<file path="src/rtl/core/mpq_pkg.sv">
// ----------------------------------------------------------------------------
// mpq_pkg: shared definitions for the min-priority queue
// Operation and status codes, sequencer states and default sizes.
// ----------------------------------------------------------------------------
package mpq_pkg;

  // Default sizes for the top-level parameters.
  localparam int CAPACITY_DEF      = 16;
  localparam int VALUE_BITS_DEF    = 32;
  localparam int PRIORITY_BITS_DEF = 16;

  // Field widths fixed by the interface.
  localparam int KIND_W   = 2;
  localparam int STATUS_W = 2;

  // Operation codes carried by one input beat.
  typedef logic [KIND_W-1:0] kind_t;
  localparam kind_t KIND_PUSH = 2'd0;
  localparam kind_t KIND_POP  = 2'd1;
  localparam kind_t KIND_PEEK = 2'd2;

  // Result status codes.
  typedef logic [STATUS_W-1:0] status_t;
  localparam status_t ST_OK    = 2'd0;
  localparam status_t ST_EMPTY = 2'd1;
  localparam status_t ST_FULL  = 2'd2;

  // Sequencer states.
  typedef enum logic [2:0] {
    S_IDLE,
    S_DISPATCH,
    S_SCAN,
    S_SHIFT,
    S_FINISH
  } state_t;

endpackage

</file>
<file path="src/rtl/core/mpq_store.sv">
// ----------------------------------------------------------------------------
// mpq_store: entry memory of the min-priority queue
// One write port and one read port with registered read data.
// ----------------------------------------------------------------------------
module mpq_store #(
  parameter int DEPTH         = 16,
  parameter int VALUE_BITS    = 32,
  parameter int PRIORITY_BITS = 16,
  localparam int IDX_W        = $clog2(DEPTH)
) (
  input  logic                     clk,
  input  logic                     wr_en,
  input  logic [IDX_W-1:0]         wr_addr,
  input  logic [VALUE_BITS-1:0]    wr_value,
  input  logic [PRIORITY_BITS-1:0] wr_priority,
  input  logic [IDX_W-1:0]         rd_addr,
  output logic [VALUE_BITS-1:0]    rd_value,
  output logic [PRIORITY_BITS-1:0] rd_priority
);

  logic [VALUE_BITS-1:0]    mem_value_r    [DEPTH];
  logic [PRIORITY_BITS-1:0] mem_priority_r [DEPTH];

  // Write port.
  always_ff @(posedge clk) begin
    if (wr_en) begin
      mem_value_r[wr_addr]    <= wr_value;
      mem_priority_r[wr_addr] <= wr_priority;
    end
  end

  // Read port; data is registered and appears in the cycle after the address.
  always_ff @(posedge clk) begin
    rd_value    <= mem_value_r[rd_addr];
    rd_priority <= mem_priority_r[rd_addr];
  end

endmodule

</file>
<file path="src/rtl/core/min_priority_queue_top.sv">
// ----------------------------------------------------------------------------
// min_priority_queue_top: bounded min-priority queue over an unsorted store
// Usage:
//   Input beats (in_valid/in_ready) carry an operation: push, pop or peek.
//   Every input beat produces exactly one result beat (out_valid/out_ready)
//   with the chosen value, a status and a flag for an empty queue.
//   Entries sit in arrival order in a one-port-read, one-port-write memory.
//   A push or an unknown code goes from dispatch straight to its result.
//   A peek on N entries scans them all: one shared signed
//   comparator checks one entry per cycle as the memory streams them out.
//   A pop then moves each entry behind the winner down by one slot
//   through the same memory port.
//   Pop or peek on an empty queue skips the scan.
//   One operation is in flight at a time; in_ready is high only while the
//   sequencer is idle. The result register lets the next operation be
//   accepted while an earlier result still waits for the receiver.
//   If the receiver stalls, a finished result is held until it is taken.
//   Reset empties the queue; no memory clearing pass is needed.
// ----------------------------------------------------------------------------
module min_priority_queue_top #(
  parameter int CAPACITY      = mpq_pkg::CAPACITY_DEF,
  parameter int VALUE_BITS    = mpq_pkg::VALUE_BITS_DEF,
  parameter int PRIORITY_BITS = mpq_pkg::PRIORITY_BITS_DEF
) (
  input  logic                         clk,
  input  logic                         rst_n,
  input  logic                         in_valid,
  output logic                         in_ready,
  input  mpq_pkg::kind_t               in_kind,
  input  logic [VALUE_BITS-1:0]        in_item_value,
  input  logic signed [PRIORITY_BITS-1:0] in_item_priority,
  output logic                         out_valid,
  input  logic                         out_ready,
  output logic [VALUE_BITS-1:0]        out_value,
  output mpq_pkg::status_t             out_status,
  output logic                         out_now_empty
);

  import mpq_pkg::*;

  localparam int IDX_W = $clog2(CAPACITY);
  localparam int CNT_W = $clog2(CAPACITY + 1);

  // Sequencer and operation registers.
  state_t                   state_r, state_nxt;
  kind_t                    kind_r, kind_nxt;
  logic [VALUE_BITS-1:0]    val_r, val_nxt;
  logic [PRIORITY_BITS-1:0] pri_r, pri_nxt;
  status_t                  status_r, status_nxt;
  logic [CNT_W-1:0]         count_r, count_nxt;

  // Scan and shift pointers.
  logic [CNT_W-1:0]         idx_r, idx_nxt;
  logic                     rd_vld_r, rd_vld_nxt;
  logic [IDX_W-1:0]         rd_idx_r, rd_idx_nxt;

  // Best entry found so far.
  logic [IDX_W-1:0]         best_idx_r, best_idx_nxt;
  logic [PRIORITY_BITS-1:0] best_pri_r, best_pri_nxt;
  logic [VALUE_BITS-1:0]    best_val_r, best_val_nxt;

  // Result register.
  logic                     out_valid_r, out_valid_nxt;
  logic [VALUE_BITS-1:0]    out_value_r, out_value_nxt;
  status_t                  out_status_r, out_status_nxt;
  logic                     out_empty_r, out_empty_nxt;

  // Memory port signals.
  logic                     wr_en;
  logic [IDX_W-1:0]         wr_addr;
  logic [VALUE_BITS-1:0]    wr_value;
  logic [PRIORITY_BITS-1:0] wr_priority;
  logic [IDX_W-1:0]         rd_addr;
  logic [VALUE_BITS-1:0]    rd_value;
  logic [PRIORITY_BITS-1:0] rd_priority;

  // Shared decode.
  logic                     in_fire;
  logic                     is_full;
  logic                     is_empty;
  logic                     issue;
  logic [CNT_W-1:0]         cnt_m1;
  logic                     last_beat;
  logic                     take_new;
  logic [IDX_W-1:0]         win_idx;
  logic                     need_shift;
  logic                     out_free;

  mpq_store #(
    .DEPTH         (CAPACITY),
    .VALUE_BITS    (VALUE_BITS),
    .PRIORITY_BITS (PRIORITY_BITS)
  ) u_store (
    .clk         (clk),
    .wr_en       (wr_en),
    .wr_addr     (wr_addr),
    .wr_value    (wr_value),
    .wr_priority (wr_priority),
    .rd_addr     (rd_addr),
    .rd_value    (rd_value),
    .rd_priority (rd_priority)
  );

  // Status of the store and of the read stream.
  always_comb begin
    in_fire    = in_valid && in_ready;
    is_full    = (count_r == CNT_W'(CAPACITY));
    is_empty   = (count_r == '0);
    issue      = (idx_r < count_r);
    cnt_m1     = count_r - CNT_W'(1);
    last_beat  = rd_vld_r && (CNT_W'(rd_idx_r) == cnt_m1);
    take_new   = rd_vld_r && ((rd_idx_r == '0) ||
                 ($signed(rd_priority) < $signed(best_pri_r)));
    win_idx    = take_new ? rd_idx_r : best_idx_r;
    need_shift = (CNT_W'(win_idx) != cnt_m1);
    out_free   = !out_valid_r || out_ready;
  end

  // Next-state logic of the sequencer.
  always_comb begin
    state_nxt = state_r;
    case (state_r)
      S_IDLE: begin
        if (in_fire) state_nxt = S_DISPATCH;
      end
      S_DISPATCH: begin
        if (((kind_r == KIND_POP) || (kind_r == KIND_PEEK)) && !is_empty) begin
          state_nxt = S_SCAN;
        end else begin
          state_nxt = S_FINISH;
        end
      end
      S_SCAN: begin
        if (last_beat) begin
          if ((kind_r == KIND_POP) && need_shift) state_nxt = S_SHIFT;
          else state_nxt = S_FINISH;
        end
      end
      S_SHIFT: begin
        if (last_beat) state_nxt = S_FINISH;
      end
      S_FINISH: begin
        if (out_free) state_nxt = S_IDLE;
      end
      default: state_nxt = S_IDLE;
    endcase
  end

  // Datapath control for each state.
  always_comb begin
    in_ready       = (state_r == S_IDLE);
    kind_nxt       = kind_r;
    val_nxt        = val_r;
    pri_nxt        = pri_r;
    status_nxt     = status_r;
    count_nxt      = count_r;
    idx_nxt        = idx_r;
    rd_vld_nxt     = 1'b0;
    rd_idx_nxt     = idx_r[IDX_W-1:0];
    best_idx_nxt   = best_idx_r;
    best_pri_nxt   = best_pri_r;
    best_val_nxt   = best_val_r;
    out_valid_nxt  = out_valid_r && !out_ready;
    out_value_nxt  = out_value_r;
    out_status_nxt = out_status_r;
    out_empty_nxt  = out_empty_r;
    wr_en          = 1'b0;
    wr_addr        = count_r[IDX_W-1:0];
    wr_value       = val_r;
    wr_priority    = pri_r;
    rd_addr        = idx_r[IDX_W-1:0];

    case (state_r)
      // Capture the operation of an accepted beat.
      S_IDLE: begin
        if (in_fire) begin
          kind_nxt = in_kind;
          val_nxt  = in_item_value;
          pri_nxt  = in_item_priority;
        end
      end
      // Write a push into the store; set up the scan for pop and peek.
      S_DISPATCH: begin
        status_nxt   = ST_OK;
        best_val_nxt = '0;
        idx_nxt      = '0;
        case (kind_r)
          KIND_PUSH: begin
            if (is_full) begin
              status_nxt = ST_FULL;
            end else begin
              wr_en     = 1'b1;
              count_nxt = count_r + CNT_W'(1);
            end
          end
          KIND_POP, KIND_PEEK: begin
            if (is_empty) status_nxt = ST_EMPTY;
          end
          default: begin
          end
        endcase
      end
      // Stream entries out in arrival order; a strict compare keeps the
      // earliest of equal priorities.
      S_SCAN: begin
        rd_vld_nxt = issue;
        if (issue) idx_nxt = idx_r + CNT_W'(1);
        if (take_new) begin
          best_idx_nxt = rd_idx_r;
          best_pri_nxt = rd_priority;
          best_val_nxt = rd_value;
        end
        if (last_beat) begin
          idx_nxt = CNT_W'(win_idx) + CNT_W'(1);
          if ((kind_r == KIND_POP) && !need_shift) count_nxt = cnt_m1;
        end
      end
      // Move every entry behind the removed one down by one slot.
      S_SHIFT: begin
        rd_vld_nxt  = issue;
        if (issue) idx_nxt = idx_r + CNT_W'(1);
        wr_en       = rd_vld_r;
        wr_addr     = rd_idx_r - IDX_W'(1);
        wr_value    = rd_value;
        wr_priority = rd_priority;
        if (last_beat) count_nxt = cnt_m1;
      end
      // Load the result register once it is free.
      S_FINISH: begin
        if (out_free) begin
          out_valid_nxt  = 1'b1;
          out_value_nxt  = best_val_r;
          out_status_nxt = status_r;
          out_empty_nxt  = is_empty;
        end
      end
      default: begin
      end
    endcase
  end

  // Control registers.
  always_ff @(posedge clk) begin
    if (!rst_n) begin
      state_r     <= S_IDLE;
      count_r     <= '0;
      rd_vld_r    <= 1'b0;
      out_valid_r <= 1'b0;
    end else begin
      state_r     <= state_nxt;
      count_r     <= count_nxt;
      rd_vld_r    <= rd_vld_nxt;
      out_valid_r <= out_valid_nxt;
    end
  end

  // Payload registers.
  always_ff @(posedge clk) begin
    kind_r       <= kind_nxt;
    val_r        <= val_nxt;
    pri_r        <= pri_nxt;
    status_r     <= status_nxt;
    idx_r        <= idx_nxt;
    rd_idx_r     <= rd_idx_nxt;
    best_idx_r   <= best_idx_nxt;
    best_pri_r   <= best_pri_nxt;
    best_val_r   <= best_val_nxt;
    out_value_r  <= out_value_nxt;
    out_status_r <= out_status_nxt;
    out_empty_r  <= out_empty_nxt;
  end

  assign out_valid     = out_valid_r;
  assign out_value     = out_value_r;
  assign out_status    = out_status_r;
  assign out_now_empty = out_empty_r;

  // The entry count never passes the capacity.
  a_count_bound: assert property (@(posedge clk) disable iff (!rst_n)
    count_r <= CNT_W'(CAPACITY))
    else $error("entry count exceeds capacity");

  // A full report only goes out while the store is full.
  a_full_status: assert property (@(posedge clk) disable iff (!rst_n)
    (state_r == S_FINISH && status_r == ST_FULL) |-> is_full)
    else $error("full status with free slots");

  // An empty report always comes with the empty flag.
  a_empty_flag: assert property (@(posedge clk) disable iff (!rst_n)
    (out_valid_r && out_status_r == ST_EMPTY) |-> out_empty_r)
    else $error("empty status without empty flag");

  // Every returned memory word lies below the entry count.
  a_read_range: assert property (@(posedge clk) disable iff (!rst_n)
    rd_vld_r |-> (CNT_W'(rd_idx_r) < count_r))
    else $error("read beyond stored entries");

endmodule
</file>
<file path="config.mk">
export PLATFORM = sky130hd
export DESIGN_NAME = min_priority_queue_top
export DESIGN_NICKNAME = d
export VERILOG_FILES = /design/src/rtl/core/mpq_pkg.sv /design/src/rtl/core/mpq_store.sv /design/src/rtl/core/min_priority_queue_top.sv
export SDC_FILE = /design/constraint.sdc
export NUM_CORES = 1
export LEC_CHECK = 0
export ABC_AREA = 1
export BUFFER_PORTS_ARGS = -buffer_cell sky130_fd_sc_hd__buf_4
export CAP_MARGIN = 10
export CORE_ASPECT_RATIO = 0.9
export CORE_UTILIZATION = 45
export CTS_CLUSTER_SIZE = 14
export DETAILED_ROUTE_END_ITERATION = 10
export PLACE_DENSITY = 0.57
export SLEW_MARGIN = 20
export SYNTH_ARGS = -nofsm -noshare
export SYNTH_HDL_FRONTEND = slang
export SYNTH_SLANG_ARGS = --single-unit
</file>
<file path="constraint.sdc">
create_clock -name clk -period 5 [get_ports clk]
set_input_delay 1.25 -clock clk [delete_from_list [all_inputs] [get_ports clk]]
set_output_delay 1.25 -clock clk [all_outputs]
set_load 0.02 [all_outputs]
</file>
==> reports/metrics.cfg, run 1 <==
[sta]
slew_viol_final = 0
hold_violations = 0
fin_skew_ns = 0.0240
fin_crit_ns = 4.21
final.setup.tns_ns = 0
fmax_mhz = 238
relSlewSlack_pct = 32.8
worstMarginPinSlew_ns = 1.00
rsz0062_at_grt = no
period_share_pct = 84.1
setup_viol = 0

[synthesis]
ys.flop_type = edfxtp_1
synth.avg_cell_area_um2 = 13.8
mappedNetlistArea_um2 = 37700
synth_cell_types = 40
synth_edf_count = 912
synth_fp_nets = 2803
synth_area_leader_cell = edfxtp_1
synth_top_area_share_pct = 72.7
ys_top_cells_by_area = edfxtp_1 73%, nor2_1 5.0%, dfxtp_1 3.3%
ys_seq_elements = 974
synthCells = 2720
async_flop_share_pct = 0
seq_area_frac_synth_pct = 76.0
ys_top_cells_by_count = 912 x edfxtp_1, 499 x nor2_1, 242 x nand2_1
ys.warnings.count = 0
synth.most_common_cell = edfxtp_1

[drt]
vias_per_cell = 5.48
dr.pass1.iters = 7
wl_per_cell_um = 21.6
num_vias = 22100
ant_nets = 0
drc = 0
wirelength_mm = 87.0
drt_iter0_drc = 2185

[cells_and_area]
drive_gt1_share_pct = 13.1
utilization_pct = 52.4
fin_cells = 4031
diodes = 0
area_delta_synth_final_pct = 15.3
nets = 2910

[worst_setup_path]
critical_path_required_ns = 5.32
cp-end-kind = register
crit_start = state_r[2]$_SDFFE_PN0P_
arrival_ns = 4.53
timing.rr.start = state_r[2]$_SDFFE_PN0P_
cp_slowest_cell = nor2_4
max_stage_delay_ns = 0.80
worstPathMaxFanout = 32
start_kind = register
criticalPathCategory = register to register
crit_chain = nor2_2 > inv_1 > nor2_1 > clkinv_2 > o21ai_0 > nand3_1 > nor2_4 > buf_12

[die]
die_h_um = 276
core_area_um2 = 82800
num_rows = 100
ios = 91
dieArea_um2 = 84900
die_w_um = 307
initial_core_util_pct = 45.5

[clock_tree]
clkTransAtPathRegs_ns = 0.06
max-clock-path-buffers = 3
ctsRootBufferMaster = clkbuf_16
ctsResizeCount = 0
cts_sinks = 974
postCtsSetupBuffers = 0
hold_buffers = 0
clock_latency_ns = 0.66
cts_max_level = 3
cts_tree = built
cts_made_buffers = 98

[power]
p_int_mw = 14.4
clock_power_share_pct = 39.9
power.switching_mw = 4.55
seqPwrFrac_pct = 49.8
power-per-cell-area_nw_per_um2 = 436
vdd_drop_max_mv = 0.290
combPwrFrac_pct = 10.3
swShare_pct = 24.0
leakage_nw = 14.9

[placed_design]
dp_cells = 3849
portBuffers = 90
dp_hpwl_mm = 50.1
gp_congestion = 0.824

[global_route]
grt_pass1_vias = 21600
grt_pass1_wl_mm = 132
antenna_found_initial = 0
grt_max_degree = 205
overflow = 0
track_usage_pct = 20.5

[run_status]
status = finished, final reports clean

[hold_path]
worst_hold_path_type = register to register
hp-start = best_val_r[12]$_SDFFCE_PN0P_

[flow_run]
maxCapViolations = 0

==> power by group through the flow <==
stage | sequential [mW] | clock [mW] | combinational [mW]
after floorplan | 9.59 | 0 | 1.24
after global placement | 9.60 | 0 | 1.95
after detailed placement | 9.60 | 0 | 1.99
after CTS | 9.43 | 7.70 | 1.99
after global routing | 9.45 | 8.01 | 2.17
final | 9.43 | 7.56 | 1.96
==> final timing paths <==
| path | to | slack (ns) | cells past startpoint |
|---|---|---|---|
| setup reg to reg | u_store.mem_value_r[14][3]$_DFFE_PP_ | 0.79 | 8 |
| setup / recovery | u_store.mem_value_r[14][3]$_DFFE_PP_ | 0.79 | 8 |
| hold / removal | out_value[12]$_DFFE_PP_ | 0.41 | 0 |
| hold reg to reg | out_value[12]$_DFFE_PP_ | 0.41 | 0 |
==> critical path, delay by kind of cell, from the launching register on <==
family,cells,cell delay (ns)
flip-flops,1,0.38
AND/OR/NAND/NOR,4,1.81
buffers and inverters,3,0.94
AO/OA/AOI/OAI,1,0.70
==> sequential cells by signal, summed over array words and instances (netlist names), 5 cells and up <==
name / count
u_store.rd_value: 32
u_store.mem_value_r: 512
idx_r: 5
best_pri_r: 16
u_store.rd_priority: 16
pri_r: 16
val_r: 32
best_val_r: 32
count_r: 5
u_store.mem_priority_r: 256
out_value: 32
==> area by class of cell <==
type                    count  area [um2]
clock buffers             126        2710
flip-flops and latches    974       28600
clock inverters            56         646
well taps                1122        1400
inverters                 105         403
multi-input cells        1480        8170
fillers                  6929       39400
repair buffers            168        1460
==> routing by layer <==
metal / vias up / GRT usage [%] / share of wire (%) / wire [um]
li1: 10300 / - / - / -
met1: 11100 / 28.9 / 45 / 39100
met2: 581 / 33.2 / 48 / 41800
met3: 123 / 2.70 / 4.6 / 3970
met4: 0 / 6.27 / 2.5 / 2190
met5: - / 0 / 0 / 0
==> logic make-up after synthesis <==
family          Yosys count  share of synthesized area, %
buf+inv                 266                          2.69
fa+ha+maj                29                         0.963
xor+xnor                 11                         0.256
flops                   974                          76.0
simple gates            885                          9.55
compound gates          479                          8.50
mux                      76                          2.02
==> cell usage in the layout, fill, tap and decap left out, types with 29 or more instances in the layout <==
| cell type | synthesis | routed |
|---|---|---|
| buf_4 | 1 | 152 |
| clkbuf_16 | 0 | 100 |
| dfxtp_1 | 62 | 62 |
| edfxtp_1 | 912 | 912 |
| ha_1 | 29 | 29 |
| inv_1 | 103 | 99 |
| mux2i_1 | 76 | 76 |
| nand2_1 | 242 | 242 |
| nand3_1 | 110 | 110 |
| nor2_1 | 499 | 480 |
| o21ai_0 | 238 | 237 |
| o221ai_1 | 77 | 77 |
| o32ai_1 | 117 | 117 |
==> stage by stage <==
stage | power (mW) | area [um2] | hold WS (ns) | setup slack [ns]
finish | 19.0 | 43400 | 0.414 | 0.794
global route | 19.6 | 43400 | 0.422 | 0.444
CTS | 19.1 | 43400 | 0.413 | 0.691
detailed placement | 11.6 | 40100 | 0.405 | 0.712
global placement | 11.5 | 40100 | 0.403 | 0.826
floorplan | 10.8 | 37700 | 0.371 | 0.905
No activity file was read; power rests on OpenSTA's default activity.
==> inputs of run 2 (changes only) <==
--- a/config.mk
+++ b/config.mk
@@ -5,14 +5,14 @@
 export SDC_FILE = /design/constraint.sdc
 export NUM_CORES = 1
 export LEC_CHECK = 0
-export ABC_AREA = 1
+export ABC_AREA = 0
 export BUFFER_PORTS_ARGS = -buffer_cell sky130_fd_sc_hd__buf_4
 export CAP_MARGIN = 10
 export CORE_ASPECT_RATIO = 0.9
 export CORE_UTILIZATION = 45
 export CTS_CLUSTER_SIZE = 14
 export DETAILED_ROUTE_END_ITERATION = 10
-export PLACE_DENSITY = 0.57
+export PLACE_DENSITY = 0.59
 export SLEW_MARGIN = 20
 export SYNTH_ARGS = -nofsm -noshare
 export SYNTH_HDL_FRONTEND = slang
==> constraint.sdc (replaced) <==
create_clock -name clk -period 3.4 [get_ports clk]
set_input_delay 0.85 -clock clk [delete_from_list [all_inputs] [get_ports clk]]
set_output_delay 0.85 -clock clk [all_outputs]
set_load 0.02 [all_outputs]
==> reports/metrics.cfg, run 2 <==
[synthesis]
synth_area_leader_cell = edfxtp_1
ys.flop_type = edfxtp_1
ys_top_cells_by_area = edfxtp_1 74%, mux4_2 15%, dfxtp_1 3.4%
synth.avg_cell_area_um2 = 21.4
async_flop_share_pct = 0
synthCells = 1723
synth_top_area_share_pct = 74.4
synth_fp_nets = 1806
mappedNetlistArea_um2 = 36800
ys_top_cells_by_count = 912 x edfxtp_1, 240 x mux4_2, 170 x nand2_1
synth_cell_types = 51
synth_edf_count = 912
ys.warnings.count = 0
synth.most_common_cell = edfxtp_1
ys_seq_elements = 974
seq_area_frac_synth_pct = 77.8

[power]
combPwrFrac_pct = 6.1
clock_power_share_pct = 41.3
leakage_nw = 14.0
vdd_drop_max_mv = 0.428
swShare_pct = 21.3
p_int_mw = 20.4
power.switching_mw = 5.51
finalPower_mw = 25.9
power-per-cell-area_nw_per_um2 = 604
seqPwrFrac_pct = 52.6

[die]
die_h_um = 273
num_rows = 99
ios = 91
core_area_um2 = 81000
initial_core_util_pct = 45.4
die_w_um = 303
dieArea_um2 = 82900

[clock_tree]
ctsRootBufferMaster = clkbuf_16
clock_latency_ns = 0.66
max-clock-path-buffers = 3
cts_made_buffers = 98
cts_tree = built
clkTransAtPathRegs_ns = 0.06
cts_max_level = 3
cts_sinks = 974

[sta]
slew_viol_final = 0
fin_crit_ns = 3.35
hold_slack_ns = 0.358
fin_skew_ns = 0.0481
relSlewSlack_pct = 31.7
period_share_pct = 98.5
worstMarginPinSlew_ns = 1.02
hold_violations = 0
setup_viol = 0
fmax_mhz = 299

[worst_setup_path]
critical_path_required_ns = 3.92
arrival_ns = 3.87
r2r_cells = 12
worstPathMaxFanout = 6
start_kind = register
criticalPathCategory = register to register
r2r_setup_slack_ns = 0.05
cp-end-kind = register

[global_route]
grt_pass1_vias = 18100
grt_pass1_wl_mm = 119
overflow = 0
grt_max_degree = 147
track_usage_pct = 20.0
antenna_found_initial = 1

[drt]
wl_per_cell_um = 26.5
drc = 0
ant_nets = 0
drt_iter0_drc = 1536
vias_per_cell = 5.62
dr.pass1.iters = 5
wirelength_mm = 81.0
num_vias = 17200

[placed_design]
portBuffers = 90
dp_cells = 2866
gp_congestion = 0.769
dp_hpwl_mm = 42.8
placed_area_um2 = 39600

[cells_and_area]
utilization_pct = 53.0
nets = 1992
fin_cells = 3055
final_area_um2 = 42900
top_register = u_store.mem_value_r
drive_gt1_share_pct = 29.5
seqCellArea_um2 = 28600
diodes = 0
area_delta_synth_final_pct = 16.7
reg.largest.list = u_store.mem_value_r x512, u_store.mem_priority_r x256
final_common_cell = edfxtp_1
largest_reg_flops = 512
final_cell_mix = 912 x edfxtp_1, 240 x mux4_2, 169 x nand2_1
multi_input_area_um2 = 7970
fillers = 6294

[flow_run]
maxCapViolations = 0

[run_status]
status = finished, final reports clean

[hold_path]
hold-path-cell-count = 1
worst_hold_path_type = input pin to register

run 2: changes by cell type after synthesis, sizes merged, moves of 88 or more:
cell / change
mux4: +240
nand3: -105
o32ai: -116
nand2: -88
o21ai: -232
nor2: -471
run 2: critical path, stage by stage (launching register included):
cell and delay (ns):
edfxtp_1 0.33, inv_1 0.05, ha_1 0.33, and4_4 0.23, a221oi_4 0.27, o31ai_2 0.12, or3_4 0.39, nand3_4 0.15
mux2i_2 0.32, xnor2_1 0.20, nand4_4 0.22, a211o_1 0.34, a32o_1 0.26
run 2: cell families (layout without fill, tap and decap cells):
kind of cell | Yosys count | after routing | synth area share [%]
XOR/XNOR | 19 | 19 | 0.473
flip-flops | 974 | 974 | 77.8
adder cells (fa/ha/maj) | 29 | 29 | 0.986
AND/OR/NAND/NOR | 288 | 288 | 3.60
buffers and inverters | 112 | 384 | 1.14
AO/OA/AOI/OAI | 49 | 49 | 0.962
multiplexers | 252 | 252 | 15.1
run 2: worst paths after layout:
path                                      from                      end
hold / removal                in_item_value[4]       val_r[4]$_DFFE_PP_
setup reg to reg      best_pri_r[15]$_DFFE_PP_  count_r[4]$_SDFFE_PN0P_
hold reg to reg   best_val_r[14]$_SDFFCE_PN0P_  out_value[14]$_DFFE_PP_
setup / recovery      best_pri_r[15]$_DFFE_PP_  count_r[4]$_SDFFE_PN0P_
run 2: what timing repair did:
| action | in CTS | in global routing |
|---|---|---|
| hold buffers | 0 | 0 |
| setup buffers | 0 | 3 |
| endpoints found under the setup margin | 1 | 5 |
| pin swaps | 0 | 3 |
| resized for setup | 1 | 9 |
run 2: per-layer routing:
layer	routed length [um]	vias up	track usage [%]
met5	0	-	0
met4	2140	0	6.03
met3	3940	125	3.11
met2	39700	482	32.2
met1	35200	9165	28.3
li1	-	7387	-
run 2: area by class of cell:
| type | count | area share [%] |
|---|---|---|
| Sequential cell | 974 | 66.7 |
| Multi-Input combinational cell | 637 | 18.6 |
| Clock buffer | 133 | 6.30 |
| Timing Repair Buffer | 166 | 3.84 |
| Tap cell | 1060 | 3.09 |
| Clock inverter | 53 | 1.25 |
| Inverter | 32 | 0.280 |
run 2: power groups by stage:
stage	clock (mW)	sequential [mW]	combinational, mW
2_1_floorplan	0	13.9	1.04
3_3_place_gp	0	13.9	1.57
3_5_place_dp	0	13.9	1.60
4_1_cts	10.9	13.6	1.61
5_1_grt	11.4	13.6	1.72
6_report	10.7	13.6	1.59
run 2: per-stage QoR:
stage / setup TNS [ns] / setup WS (ns)
after global routing: -0.193 / -0.0648
after CTS: 0 / 0.00201
after global placement: 0 / 0.161
after floorplan: -472.89 / -0.680
after detailed placement: 0 / 0.0153
final: 0 / 0.0514
